## config.mk

```make
export PLATFORM = sky130hd
export DESIGN_NAME = i2s_bus_interface_registers
export DESIGN_NICKNAME = d
export VERILOG_FILES = /design/src/design/ibr_pkg.sv /design/src/design/ibr_core.sv /design/src/design/i2s_bus_interface_registers.sv
export SDC_FILE = /design/constraint.sdc
export NUM_CORES = 1
export LEC_CHECK = 0
export ABC_AREA = 1
export BUFFER_PORTS_ARGS = -buffer_cell sky130_fd_sc_hd__buf_2
export CAP_MARGIN = 20
export CORE_ASPECT_RATIO = 0.9
export CORE_MARGIN = 8
export CORE_UTILIZATION = 50
export CTS_CLUSTER_DIAMETER = 150
export CTS_CLUSTER_SIZE = 20
export DETAILED_ROUTE_END_ITERATION = 6
export PLACE_DENSITY_LB_ADDON = 0.3
export SLEW_MARGIN = 5
export SYNTH_ARGS = -nofsm -noshare
export SYNTH_HDL_FRONTEND = slang
export SYNTH_SLANG_ARGS = --single-unit
```

## constraint.sdc

```tcl
create_clock -name clk_i -period 3.3 [get_ports clk_i]
set_input_delay 0.165 -clock clk_i [delete_from_list [all_inputs] [get_ports clk_i]]
set_output_delay 0.165 -clock clk_i [all_outputs]
set_load 0.02 [all_outputs]
```

## src/design/ibr_pkg.sv

```systemverilog
package ibr_pkg;

  localparam int unsigned FIFO_DEPTH   = 32;
  localparam int unsigned CREDIT_WIDTH = 16;
  localparam int unsigned LEVEL_WIDTH  = $clog2(FIFO_DEPTH + 1);

  localparam int unsigned IN_DATA_WIDTH  = 104;
  localparam int unsigned IN_USER_WIDTH  = 2;
  localparam int unsigned OUT_DATA_WIDTH = 56;

  typedef enum logic [1:0] {
    OP_READ   = 2'd0,
    OP_WRITE  = 2'd1,
    OP_CREDIT = 2'd2
  } op_e;

  localparam logic [7:0] OFF_CTRL  = 8'd0;
  localparam logic [7:0] OFF_MODE  = 8'd4;
  localparam logic [7:0] OFF_PRESC = 8'd8;
  localparam logic [7:0] OFF_FCTRL = 8'd12;
  localparam logic [7:0] OFF_FIFO  = 8'd16;

  typedef logic [CREDIT_WIDTH-1:0] credit_t;

  typedef struct packed {
    logic [1:0]  op;
    logic [7:0]  reg_offset;
    logic [31:0] write_value;
    logic [31:0] codec_sample;
    logic [15:0] tx_space;
    logic [15:0] rx_avail;
  } item_t;

  typedef struct packed {
    logic        bad_register;
    logic        rx_dma_request;
    logic        tx_dma_request;
    logic        codec_sample_taken;
    logic [31:0] codec_out_word;
    logic        codec_out_valid;
    logic [15:0] read_value;
  } result_t;

endpackage

```

## src/design/ibr_core.sv

```systemverilog
module ibr_core (
  input  logic             clk_i,
  input  logic             rst_ni,
  input  logic             fire_i,
  input  ibr_pkg::item_t   item_i,
  output ibr_pkg::result_t result_o
);
  import ibr_pkg::*;

  localparam logic [CREDIT_WIDTH-1:0] DepthCredit = CREDIT_WIDTH'(FIFO_DEPTH);
  localparam logic [CREDIT_WIDTH-1:0] CreditMax   = {CREDIT_WIDTH{1'b1}};

  logic [5:0]  ctrl_q, ctrl_d;
  logic [8:0]  mode_q, mode_d;
  logic [9:0]  presc_q, presc_d;
  logic [3:0]  fctrl_q, fctrl_d;
  credit_t     tx_q, tx_d;
  credit_t     rx_q, rx_d;
  logic        phase_q, phase_d;
  logic [15:0] held_q, held_d;

  logic        tx_en_q, rx_en_q, rx_rdy_q;
  logic        tx_en_d, rx_en_d, tx_rdy_d, rx_rdy_d;
  logic [LEVEL_WIDTH-1:0] room, fill;
  credit_t     tx_new, rx_new;
  result_t     res;

  assign tx_en_q  = ctrl_q[0] & ~ctrl_q[3] & mode_q[7] & fctrl_q[1];
  assign rx_en_q  = ctrl_q[0] & ~ctrl_q[2] & mode_q[6] & fctrl_q[0];
  assign rx_rdy_q = rx_en_q & (rx_q != '0);

  assign room = (tx_q < DepthCredit) ? LEVEL_WIDTH'(DepthCredit - tx_q) : '0;
  assign fill = (rx_q < DepthCredit) ? LEVEL_WIDTH'(rx_q) : LEVEL_WIDTH'(FIFO_DEPTH);

  // credits saturate at the credit width
  assign tx_new = (32'(item_i.tx_space) > 32'(CreditMax)) ? CreditMax
                                                          : CREDIT_WIDTH'(item_i.tx_space);
  assign rx_new = (32'(item_i.rx_avail) > 32'(CreditMax)) ? CreditMax
                                                          : CREDIT_WIDTH'(item_i.rx_avail);

  always_comb begin
    ctrl_d  = ctrl_q;
    mode_d  = mode_q;
    presc_d = presc_q;
    fctrl_d = fctrl_q;
    tx_d    = tx_q;
    rx_d    = rx_q;
    phase_d = phase_q;
    held_d  = held_q;
    res     = '0;
    case (item_i.op)
      OP_READ: begin
        unique case (item_i.reg_offset)
          OFF_CTRL:  res.read_value = {7'd0, 1'b1, 1'b1, rx_rdy_q, ctrl_q};
          OFF_MODE:  res.read_value = {7'd0, mode_q};
          OFF_PRESC: res.read_value = {6'd0, presc_q};
          OFF_FCTRL: res.read_value = {fctrl_q, 12'(room) << 6} | 16'(fill);
          OFF_FIFO: begin
            if (rx_q != '0) begin
              rx_d    = rx_q - 1'b1;
              phase_d = ~phase_q;
              if (!phase_q) begin
                held_d                 = item_i.codec_sample[15:0];
                res.read_value         = item_i.codec_sample[31:16];
                res.codec_sample_taken = 1'b1;
              end else begin
                res.read_value = held_q;
              end
            end else begin
              res.bad_register = 1'b1;
            end
          end
          default: res.bad_register = 1'b1;
        endcase
      end
      OP_WRITE: begin
        unique case (item_i.reg_offset)
          OFF_CTRL:  ctrl_d  = item_i.write_value[5:0];
          OFF_MODE:  mode_d  = item_i.write_value[8:0];
          OFF_PRESC: presc_d = item_i.write_value[9:0];
          OFF_FCTRL: fctrl_d = item_i.write_value[15:12];
          OFF_FIFO: begin
            if ((tx_q != '0) && tx_en_q) begin
              tx_d    = tx_q - 1'b1;
              phase_d = ~phase_q;
              if (phase_q) begin
                res.codec_out_valid = 1'b1;
                res.codec_out_word  = {held_q, item_i.write_value[15:0]};
              end else begin
                held_d = item_i.write_value[15:0];
              end
            end
          end
          default: res.bad_register = 1'b1;
        endcase
      end
      OP_CREDIT: begin
        tx_d = tx_new;
        rx_d = rx_new;
      end
      default: ;
    endcase

    tx_en_d  = ctrl_d[0] & ~ctrl_d[3] & mode_d[7] & fctrl_d[1];
    rx_en_d  = ctrl_d[0] & ~ctrl_d[2] & mode_d[6] & fctrl_d[0];
    tx_rdy_d = tx_en_d & (tx_d != '0);
    rx_rdy_d = rx_en_d & (rx_d != '0);
    res.tx_dma_request = ctrl_d[5] & tx_rdy_d & fctrl_d[3];
    res.rx_dma_request = ctrl_d[4] & rx_rdy_d & fctrl_d[2];
  end

  assign result_o = res;

  always_ff @(posedge clk_i or negedge rst_ni) begin
    if (!rst_ni) begin
      ctrl_q  <= '0;
      mode_q  <= '0;
      presc_q <= '0;
      fctrl_q <= '0;
      tx_q    <= '0;
      rx_q    <= '0;
      phase_q <= 1'b0;
      held_q  <= '0;
    end else if (fire_i) begin
      ctrl_q  <= ctrl_d;
      mode_q  <= mode_d;
      presc_q <= presc_d;
      fctrl_q <= fctrl_d;
      tx_q    <= tx_d;
      rx_q    <= rx_d;
      phase_q <= phase_d;
      held_q  <= held_d;
    end
  end

`ifndef NO_ASSERTIONS
  a_pack_on_odd_half: assert property (@(posedge clk_i) disable iff (!rst_ni)
    result_o.codec_out_valid |-> phase_q)
    else $error("packed word emitted on even half");

  a_fifo_read_toggles: assert property (@(posedge clk_i) disable iff (!rst_ni)
    (fire_i && item_i.op == OP_READ && item_i.reg_offset == OFF_FIFO && rx_q != '0)
    |=> (phase_q != $past(phase_q)) && (rx_q == $past(rx_q) - 1'b1))
    else $error("fifo read did not advance phase and credit");
`endif

endmodule

```

## src/design/i2s_bus_interface_registers.sv

```systemverilog
// i2s controller register block on stream channels
// slave channel: one transaction per bus access or codec credit update;
//   tuser carries the access kind (0 read, 1 write, 2 credit update),
//   tdata carries offset, write data, codec sample and the two credits
// master channel: exactly one result transaction per accepted item with
//   read data, packed codec word, sample-taken flag, dma levels and the
//   bad-register flag
// results pass through an input register and a result register with the
//   register logic between
// throughput: one item per cycle while the master takes results; state is updated
//   as an item moves from input register into result register, so the next item sees it
// a stalled master holds the result; one more item waits in the input
//   register and the slave channel then deasserts tready
// reset: both registers empty; control reads back 0x180 and fifo control 0x800 (free room);
//   all other registers, credits, the half-word phase and the held half are zero
module i2s_bus_interface_registers (
  input  logic        clk_i,
  input  logic        rst_ni,
  input  logic        s_axis_tvalid_i,
  output logic        s_axis_tready_o,
  // offset[7:0], write_value[39:8], codec_sample[71:40], tx_space[87:72],
  // rx_avail[103:88]
  input  logic [ibr_pkg::IN_DATA_WIDTH-1:0] s_axis_tdata_i,
  // op[1:0]
  input  logic [ibr_pkg::IN_USER_WIDTH-1:0] s_axis_tuser_i,
  output logic        m_axis_tvalid_o,
  input  logic        m_axis_tready_i,
  // read_value[15:0], codec_out_valid[16], codec_out_word[48:17],
  // codec_sample_taken[49], tx_dma_request[50], rx_dma_request[51],
  // bad_register[52], zero[55:53]
  output logic [ibr_pkg::OUT_DATA_WIDTH-1:0] m_axis_tdata_o
);
  import ibr_pkg::*;

  logic    in_valid_q;
  item_t   item_q;
  logic    out_valid_q;
  result_t res_q;
  result_t res;
  logic    advance;
  logic    in_fire;

  assign advance         = in_valid_q && (!out_valid_q || m_axis_tready_i);
  assign s_axis_tready_o = !in_valid_q || advance;
  assign in_fire         = s_axis_tvalid_i && s_axis_tready_o;

  ibr_core u_core (
    .clk_i   (clk_i),
    .rst_ni  (rst_ni),
    .fire_i  (advance),
    .item_i  (item_q),
    .result_o(res)
  );

  always_ff @(posedge clk_i or negedge rst_ni) begin
    if (!rst_ni) begin
      in_valid_q  <= 1'b0;
      out_valid_q <= 1'b0;
    end else begin
      if (in_fire) begin
        in_valid_q <= 1'b1;
      end else if (advance) begin
        in_valid_q <= 1'b0;
      end
      if (advance) begin
        out_valid_q <= 1'b1;
      end else if (m_axis_tready_i) begin
        out_valid_q <= 1'b0;
      end
    end
  end

  always_ff @(posedge clk_i) begin
    if (in_fire) begin
      item_q <= '{op:           s_axis_tuser_i,
                  reg_offset:   s_axis_tdata_i[7:0],
                  write_value:  s_axis_tdata_i[39:8],
                  codec_sample: s_axis_tdata_i[71:40],
                  tx_space:     s_axis_tdata_i[87:72],
                  rx_avail:     s_axis_tdata_i[103:88]};
    end
    if (advance) begin
      res_q <= res;
    end
  end

  assign m_axis_tvalid_o = out_valid_q;
  assign m_axis_tdata_o  = {3'd0, res_q};

`ifndef NO_ASSERTIONS
  a_pack_excl_take: assert property (@(posedge clk_i) disable iff (!rst_ni)
    m_axis_tvalid_o |-> !(res_q.codec_out_valid && res_q.codec_sample_taken))
    else $error("codec word and sample take in one result");

  a_bad_is_quiet: assert property (@(posedge clk_i) disable iff (!rst_ni)
    (m_axis_tvalid_o && res_q.bad_register)
    |-> (res_q.read_value == '0) && !res_q.codec_out_valid && !res_q.codec_sample_taken)
    else $error("bad register result carries data");

  a_pack_no_read: assert property (@(posedge clk_i) disable iff (!rst_ni)
    (m_axis_tvalid_o && res_q.codec_out_valid) |-> (res_q.read_value == '0))
    else $error("codec word with read data");

  a_no_drop: assert property (@(posedge clk_i) disable iff (!rst_ni)
    (in_valid_q && !advance) |=> in_valid_q && $stable(item_q))
    else $error("waiting item lost");
`endif

endmodule

```

==> results.yml, run 1 <==
clock_network:
  numCtsBuffers: 15
  cts_post_setup_buffers_inserted: 0
  h-tree-depth: 1
  cts_sinks: 223
  worstSkewPairLatency_ns: 0.48
  cts_max_path_buffers: 3
  clkTransAtPathRegs_ns: 0.09
  root_buffer: "clkbuf_16"
  cts_tree: "built"
critical_path:
  critPathMaxFanout: 8
  end_kind: "flop"
  cp_data_arrival_time_ns: 2.97
  start_kind: "flop"
  cp_data_required_time_ns: 3.65
  critical_path_class: "flop to flop"
drt:
  postRouteAntennaNets: 0
  top_layer: "met4"
  drc: 0
  dr.pass1.iters: 5
  drtIter0Drc: 821
  routed_via_density: 5.23
  wl_met3_mm: 2.07
  vias: 8799
  avgRoutedWirePerCell_um: 16.6
  met1_length_mm: 12.2
  wl_met2_mm: 12.9
  routed_wl_mm: 28.0
sta:
  max_freq_mhz: 381
  hold_viol: 0
  fin_skew_ns: 0.0219
  max_slew_margin: 0.287
  setup_tns_ns: 0
  finalSetupViolCount: 0
  tightest_slew_ns: 1.07
  drv_slew: 0
  final.min_clock_period_ns: 2.62
  rsz0062_at_grt: "no"
  finalCritPeriodShare: 0.795
yosys:
  synth_compound_area_frac: 0.111
  async_reset_ff_frac: 0.359
  synth_fa_ha_area_frac: 0.00824
  synth.most_common_cell: "nand2_1"
  synth_xor_area_frac: 0.00247
  yosys.area.top_type: "edfxtp_1"
  synth-seq-cells: 223
  syn-instance-count: 1158
  avgSynthCellArea_um2: 9.18
  ys_warn_count: 0
  yosys.area_share.simple: 0.212
  dominantRegCellSynth: "edfxtp_1"
  synth_area_leaders: "edfxtp_1 40%, dfrtp_1 19%, nand2_1 12%, o21ai_0 4.8%, inv_1 4.6%"
  synthesis.area_mm2: 0.0106
  synth_edf_count: 143
  ys_types: 43
  synth_top_family_by_area: "simple AND/OR/NAND/NOR gates"
  synth_top_area_frac: 0.404
  synth_sequential_area_ratio: 0.592
  synth_common_cells: "331 x nand2_1, 143 x edfxtp_1, 129 x inv_1"
  muxShareOfSynthArea: 0.00282
min_path:
  hold_class: "input pin to async pin"
cells_and_area:
  seqCellArea_mm2: 0.00630
  fillers: 1717
  drive_gt1_frac: 0.158
  nets: 1503
  area_delta_synth_final_pct: 22.2
  multi_input_area_mm2: 0.00359
floorplanning:
  die_h_um: 154
  fp.dieW_um: 170
  initial_core_util: 0.510
  core_mm2: 0.0208
  placementRows: 50
  dieArea_mm2: 0.0262
  io_pins: 168
pwr:
  powerDensity_mw_per_mm2: 605
  p_total_mw: 7.85
  ir_drop_uv: 397
  p_leak_nw: 5.73
place:
  place_congestion: 0.918
  port_buffers: 148
  hpwl_mm: 19.1
run:
  max-cap-violations: 0
global_routing:
  grt_antenna_before_repair: 1
  grt_usage: 0.212
  grt_pass1_vias: 8541
  overflow: 0
  grt_max_degree: 92
  grt_pass1_wl_mm: 44.9
status:
  status: "finished, final reports clean"
final timing paths:
path,from,end,slack (ns),cells past startpoint
min in group clk_i,s_axis_tdata_i[77],item_q[21]$_DFFE_PP_,0.38,2
worst max register to register,item_q[103]$_DFFE_PP_,m_axis_tdata_o[50]$_DFFE_PP_,0.68,9
worst min-delay path,rst_ni,u_core.tx_q[5]$_DFFE_PN0P_,0.36,2
worst max-delay path,item_q[103]$_DFFE_PP_,m_axis_tdata_o[50]$_DFFE_PP_,0.68,9
max in group asynchronous,rst_ni,u_core.tx_q[8]$_DFFE_PN0P_,2.24,3
worst min register to register,u_core.held_q[15]$_DFFE_PN0P_,u_core.held_q[15]$_DFFE_PN0P_,0.49,2
registers in the layout (all words and copies together) (netlist names):
register,cells
u_core.mode_q,9
u_core.rx_q,16
u_core.presc_q,10
u_core.fctrl_q,4
m_axis_tvalid_o,1
in_valid_q,1
u_core.held_q,16
u_core.ctrl_q,6
u_core.tx_q,16
m_axis_tdata_o,53
u_core.phase_q,1
item_q,90
cell families (layout without fill, tap and decap cells):
group,count (synthesis),after routing
simple gates,543,543
flops,223,223
compound gates,197,197
buf+inv,181,415
fa+ha+maj,7,7
xor+xnor,3,3
mux,3,3
other cells,1,5
layout by cell type, fill, tap and decap left out, types with 2 or more instances in the layout:
cell	n
nor2_4	3
buf_2	147
a21oi_1	27
diode_2	2
clkbuf_1	9
nand3_1	61
nor3_1	4
nand2_4	3
o21ai_0	103
o21ai_1	9
xor2_1	2
dfrtp_1	80
inv_1	127
o211ai_2	5
nand2_1	331
conb_1	3
a221oi_1	3
buf_4	14
o22ai_1	3
nand2_2	2
a22oi_1	16
nand3_2	2
inv_2	5
nor2_2	7
ha_1	6
nor2_1	115
clkbuf_16	15
dlygate4sd3_1	94
o211ai_1	12
edfxtp_1	143
mux2i_1	3
o31ai_1	2
nand4_1	12
o21ai_2	10
o2111ai_1	3
power by group:
group	switching (mW)	internal, mW	leakage [nW]
registers	0.377	3.46	2.41
logic	1.46	0.767	3.11
clock network	0.923	0.872	0.205
total	2.76	5.09	5.73
repair_timing:
| item | CTS | global route |
|---|---|---|
| resized for setup | 0 | 0 |
| hold buffers | 94 | 0 |
| setup endpoints to repair | 0 | 0 |
| endpoints found under the hold margin | 162 | 0 |
cell type report:
type                            count  area share
Multi-Input combinational cell    756       0.277
Antenna cell                        2    0.000385
Tap cell                          286      0.0276
Clock buffer                       24      0.0315
Inverter                          134      0.0388
Sequential cell                   223       0.485
Clock inverter                      1     0.00154
Timing Repair Buffer              256       0.139
routing by layer:
metal  up-vias  track usage
li1       4282            -
met1      4131        0.297
met2       334        0.330
met3        52       0.0349
met4         0       0.0720
met5         -            0
critical path, cell delays in order, from the launching register on:
cell	delay, ns
edfxtp_1	0.37
nor2_1	0.24
nand3_1	0.17
inv_1	0.12
nand4_1	0.37
inv_1	0.24
nand2_1	0.18
o21ai_0	0.44
nand4_1	0.22
nor2_1	0.14
stage by stage:
stage | cell area [um^2] | instances | util | hold slack, ns | setup slack, ns
floorplan | 10600 | 1160 | - | -0.131 | 0.115
global placement | 11600 | 1561 | 0.557 | 0.342 | 0.779
finish | 13000 | 1682 | 0.623 | 0.357 | 0.675
global route | 13000 | 1681 | 0.623 | 0.383 | 0.389
CTS | 13000 | 1680 | 0.623 | 0.367 | 0.734
detailed placement | 11600 | 1561 | 0.557 | 0.343 | 0.751
Power figures use the tool's default switching activity.
==> run 2, diff against run 1 <==
--- a/config.mk
+++ b/config.mk
@@ -5,7 +5,7 @@
 export SDC_FILE = /design/constraint.sdc
 export NUM_CORES = 1
 export LEC_CHECK = 0
-export ABC_AREA = 1
+export ABC_AREA = 0
 export BUFFER_PORTS_ARGS = -buffer_cell sky130_fd_sc_hd__buf_2
 export CAP_MARGIN = 20
 export CORE_ASPECT_RATIO = 0.9
==> constraint.sdc (replaced) <==
create_clock -name clk_i -period 2.2 [get_ports clk_i]
set_input_delay 0.11 -clock clk_i [delete_from_list [all_inputs] [get_ports clk_i]]
set_output_delay 0.11 -clock clk_i [all_outputs]
set_load 0.02 [all_outputs]
==> run 2 against run 1 <==
Net effect:
- largest cell class unchanged
- clock skew grew 0.0045 ns
- critical endpoint is now m_axis_tdata_o[51]$_DFFE_PP_
- sequential power rose by 43%
- die area fell by 3.2%
- the flow now finishes with violations (setup timing)
- via count increased by 2.2%
- non-clock buffer count up 194
- highest routed layer unchanged
- critical path type unchanged
==> results.yml, run 2 <==
status:
  status: "complete, but fails checks"
  violations: "setup timing"
drt:
  postRouteAntennaNets: 0
  drtIter0Drc: 972
  routed_wl_mm: 34.5
  wl_met2_mm: 16.7
  dr.pass1.iters: 5
  top_layer: "met4"
  vias: 8991
  wl_met3_mm: 2.79
  met1_length_mm: 14.0
  drc: 0
  avgRoutedWirePerCell_um: 22.6
  routed_via_density: 5.88
floorplanning:
  die_h_um: 152
  initial_core_util: 0.511
  core_mm2: 0.0200
  placementRows: 49
  io_pins: 168
  dieArea_mm2: 0.0254
  fp.dieW_um: 167
pwr:
  powerDensity_mw_per_mm2: 791
  p_leak_nw: 6.38
  ir_drop_uv: 882
cells_and_area:
  n_antenna_cell: 0
  drive_gt1_frac: 0.480
  final_cell_mix: "157 x buf_4, 147 x buf_2, 143 x edfxtp_1"
  regMostFlops: "item_q"
  layout_commonest_cell: "buf_4"
  nets: 1384
  fin_util: 0.776
  largest_reg_flops: 90
  area_delta_synth_final_pct: 51.8
yosys:
  avgSynthCellArea_um2: 12.1
  synth.most_common_cell: "edfxtp_1"
  ys_types: 72
  synth_common_cells: "143 x edfxtp_1, 80 x dfrtp_1, 72 x nor2_1"
  synth_sequential_area_ratio: 0.614
  syn-instance-count: 849
  dominantRegCellSynth: "edfxtp_1"
  synth-seq-cells: 223
  synth_area_leaders: "edfxtp_1 42%, dfrtp_1 20%, mux2i_1 4.1%, mux2_2 3.4%, a21oi_1 2.6%"
  async_reset_ff_frac: 0.359
  yosys.area.top_type: "edfxtp_1"
  synth_top_area_frac: 0.419
  synthesis.area_mm2: 0.0103
  ys_warn_count: 0
  synth_edf_count: 143
sta:
  drv_slew: 0
  fin_skew_ns: 0.0264
  finalCritPeriodShare: 1.30
  final.min_clock_period_ns: 2.86
  finalSetupViolCount: 97
  layout_setup_ws_ns: -0.660
  max_freq_mhz: 350
  tightest_slew_ns: 0.530
  hold_slack_ns: 0.0744
  rsz0062_at_grt: "yes"
  hold_viol: 0
  max_slew_margin: 0.643
clock_network:
  clkTransAtPathRegs_ns: 0.10
  cts_tree: "built"
  cts_sinks: 223
  numCtsBuffers: 15
  root_buffer: "clkbuf_16"
  worstSkewPairLatency_ns: 0.48
  cts_max_path_buffers: 3
  h-tree-depth: 1
global_routing:
  grt_usage: 0.249
  grt_pass1_vias: 9031
  grt_antenna_before_repair: 0
  overflow: 0
  grt_max_degree: 61
  grt_pass1_wl_mm: 50.7
place:
  place_congestion: 0.920
  port_buffers: 148
  place_ws_ns: -0.731
  hpwl_mm: 20.8
critical_path:
  critical_path_class: "flop to flop"
  cp_data_arrival_time_ns: 3.05
  start_kind: "flop"
  critPathMaxFanout: 3
  cp_data_required_time_ns: 2.39
  end_kind: "flop"
run:
  max-cap-violations: 0
min_path:
  hold_class: "input pin to async pin"
run 2: worst paths after layout:
| kind | start | end | slack, ns | cells past startpoint |
|---|---|---|---|---|
| min in group clk_i | s_axis_tdata_i[78] | item_q[22]$_DFFE_PP_ | 0.32 | 2 |
| max in group asynchronous | rst_ni | u_core.held_q[13]$_DFFE_PN0P_ | 1.44 | 3 |
| hold / removal | rst_ni | u_core.rx_q[5]$_DFFE_PN0P_ | 0.07 | 2 |
| setup / recovery | item_q[103]$_DFFE_PP_ | m_axis_tdata_o[51]$_DFFE_PP_ | -0.66 | 9 |
| setup reg to reg | item_q[103]$_DFFE_PP_ | m_axis_tdata_o[51]$_DFFE_PP_ | -0.66 | 9 |
| hold reg to reg | in_valid_q$_DFFE_PN0P_ | m_axis_tvalid_o$_DFFE_PN0P_ | 0.48 | 1 |
run 2: area by class of cell:
class | count | area [um^2]
Clock inverter | 1 | 20.0
Timing Repair Buffer | 450 | 3650
Clock buffer | 24 | 409
Inverter | 23 | 88.8
Fill cell | 1209 | 4480
Sequential cell | 223 | 6300
Tap cell | 255 | 319
Multi-Input combinational cell | 554 | 4780
run 2: critical path, stage by stage, from the launching register on:
cell and delay (ns):
edfxtp_1 0.44, buf_4 0.19, nor4b_4 0.37, buf_4 0.19, nand4b_1 0.22, nor4_2 0.32, xnor2_1 0.17, o21ai_1 0.12
nor4_1 0.37, a41oi_1 0.19
run 2: timing repair:
item	4_1_cts	5_1_grt
gates resized for setup	156	164
hold buffers	94	0
gates cloned	6	3
endpoints found under the setup margin	118	121
pin swaps	38	82
setup buffers	24	33
endpoints found under the hold margin	172	0
run 2: stage by stage:
| step | cells | total power, mW | setup TNS [ns] | instance area (um^2) |
|---|---|---|---|---|
| after floorplan | 851 | 7.08 | -6.75 | 10400 |
| after CTS | 1508 | 11.7 | -23.62 | 14800 |
| after global placement | 1362 | 8.42 | -23.83 | 12500 |
| final | 1530 | 12.3 | -28.81 | 15600 |
| after detailed placement | 1362 | 8.46 | -27.92 | 12500 |
| after global routing | 1530 | 12.8 | -36.68 | 15600 |
run 2: power by group:
part,switching (mW),total (mW),internal (mW)
Clock,1.42,2.73,1.31
Sequential,0.492,5.49,4.99
Combinational,2.08,4.09,2.01
Total,4.00,12.3,8.31
run 2: cell families after synthesis:
group | after synthesis | share of synthesized area
XOR/XNOR | 13 | 0.0111
multiplexers | 74 | 0.0772
adder cells (fa/ha/maj) | 7 | 0.00854
flip-flops | 223 | 0.614
other | 1 | 0.000366
buffers and inverters | 74 | 0.0305
AO/OA/AOI/OAI | 157 | 0.0988
AND/OR/NAND/NOR | 300 | 0.159
run 2: layer usage:
metal | GRT usage | vias up
li1 | - | 4005
met1 | 0.333 | 4425
met2 | 0.413 | 469
met3 | 0.0461 | 92
met4 | 0.0656 | 0
met5 | 0 | -
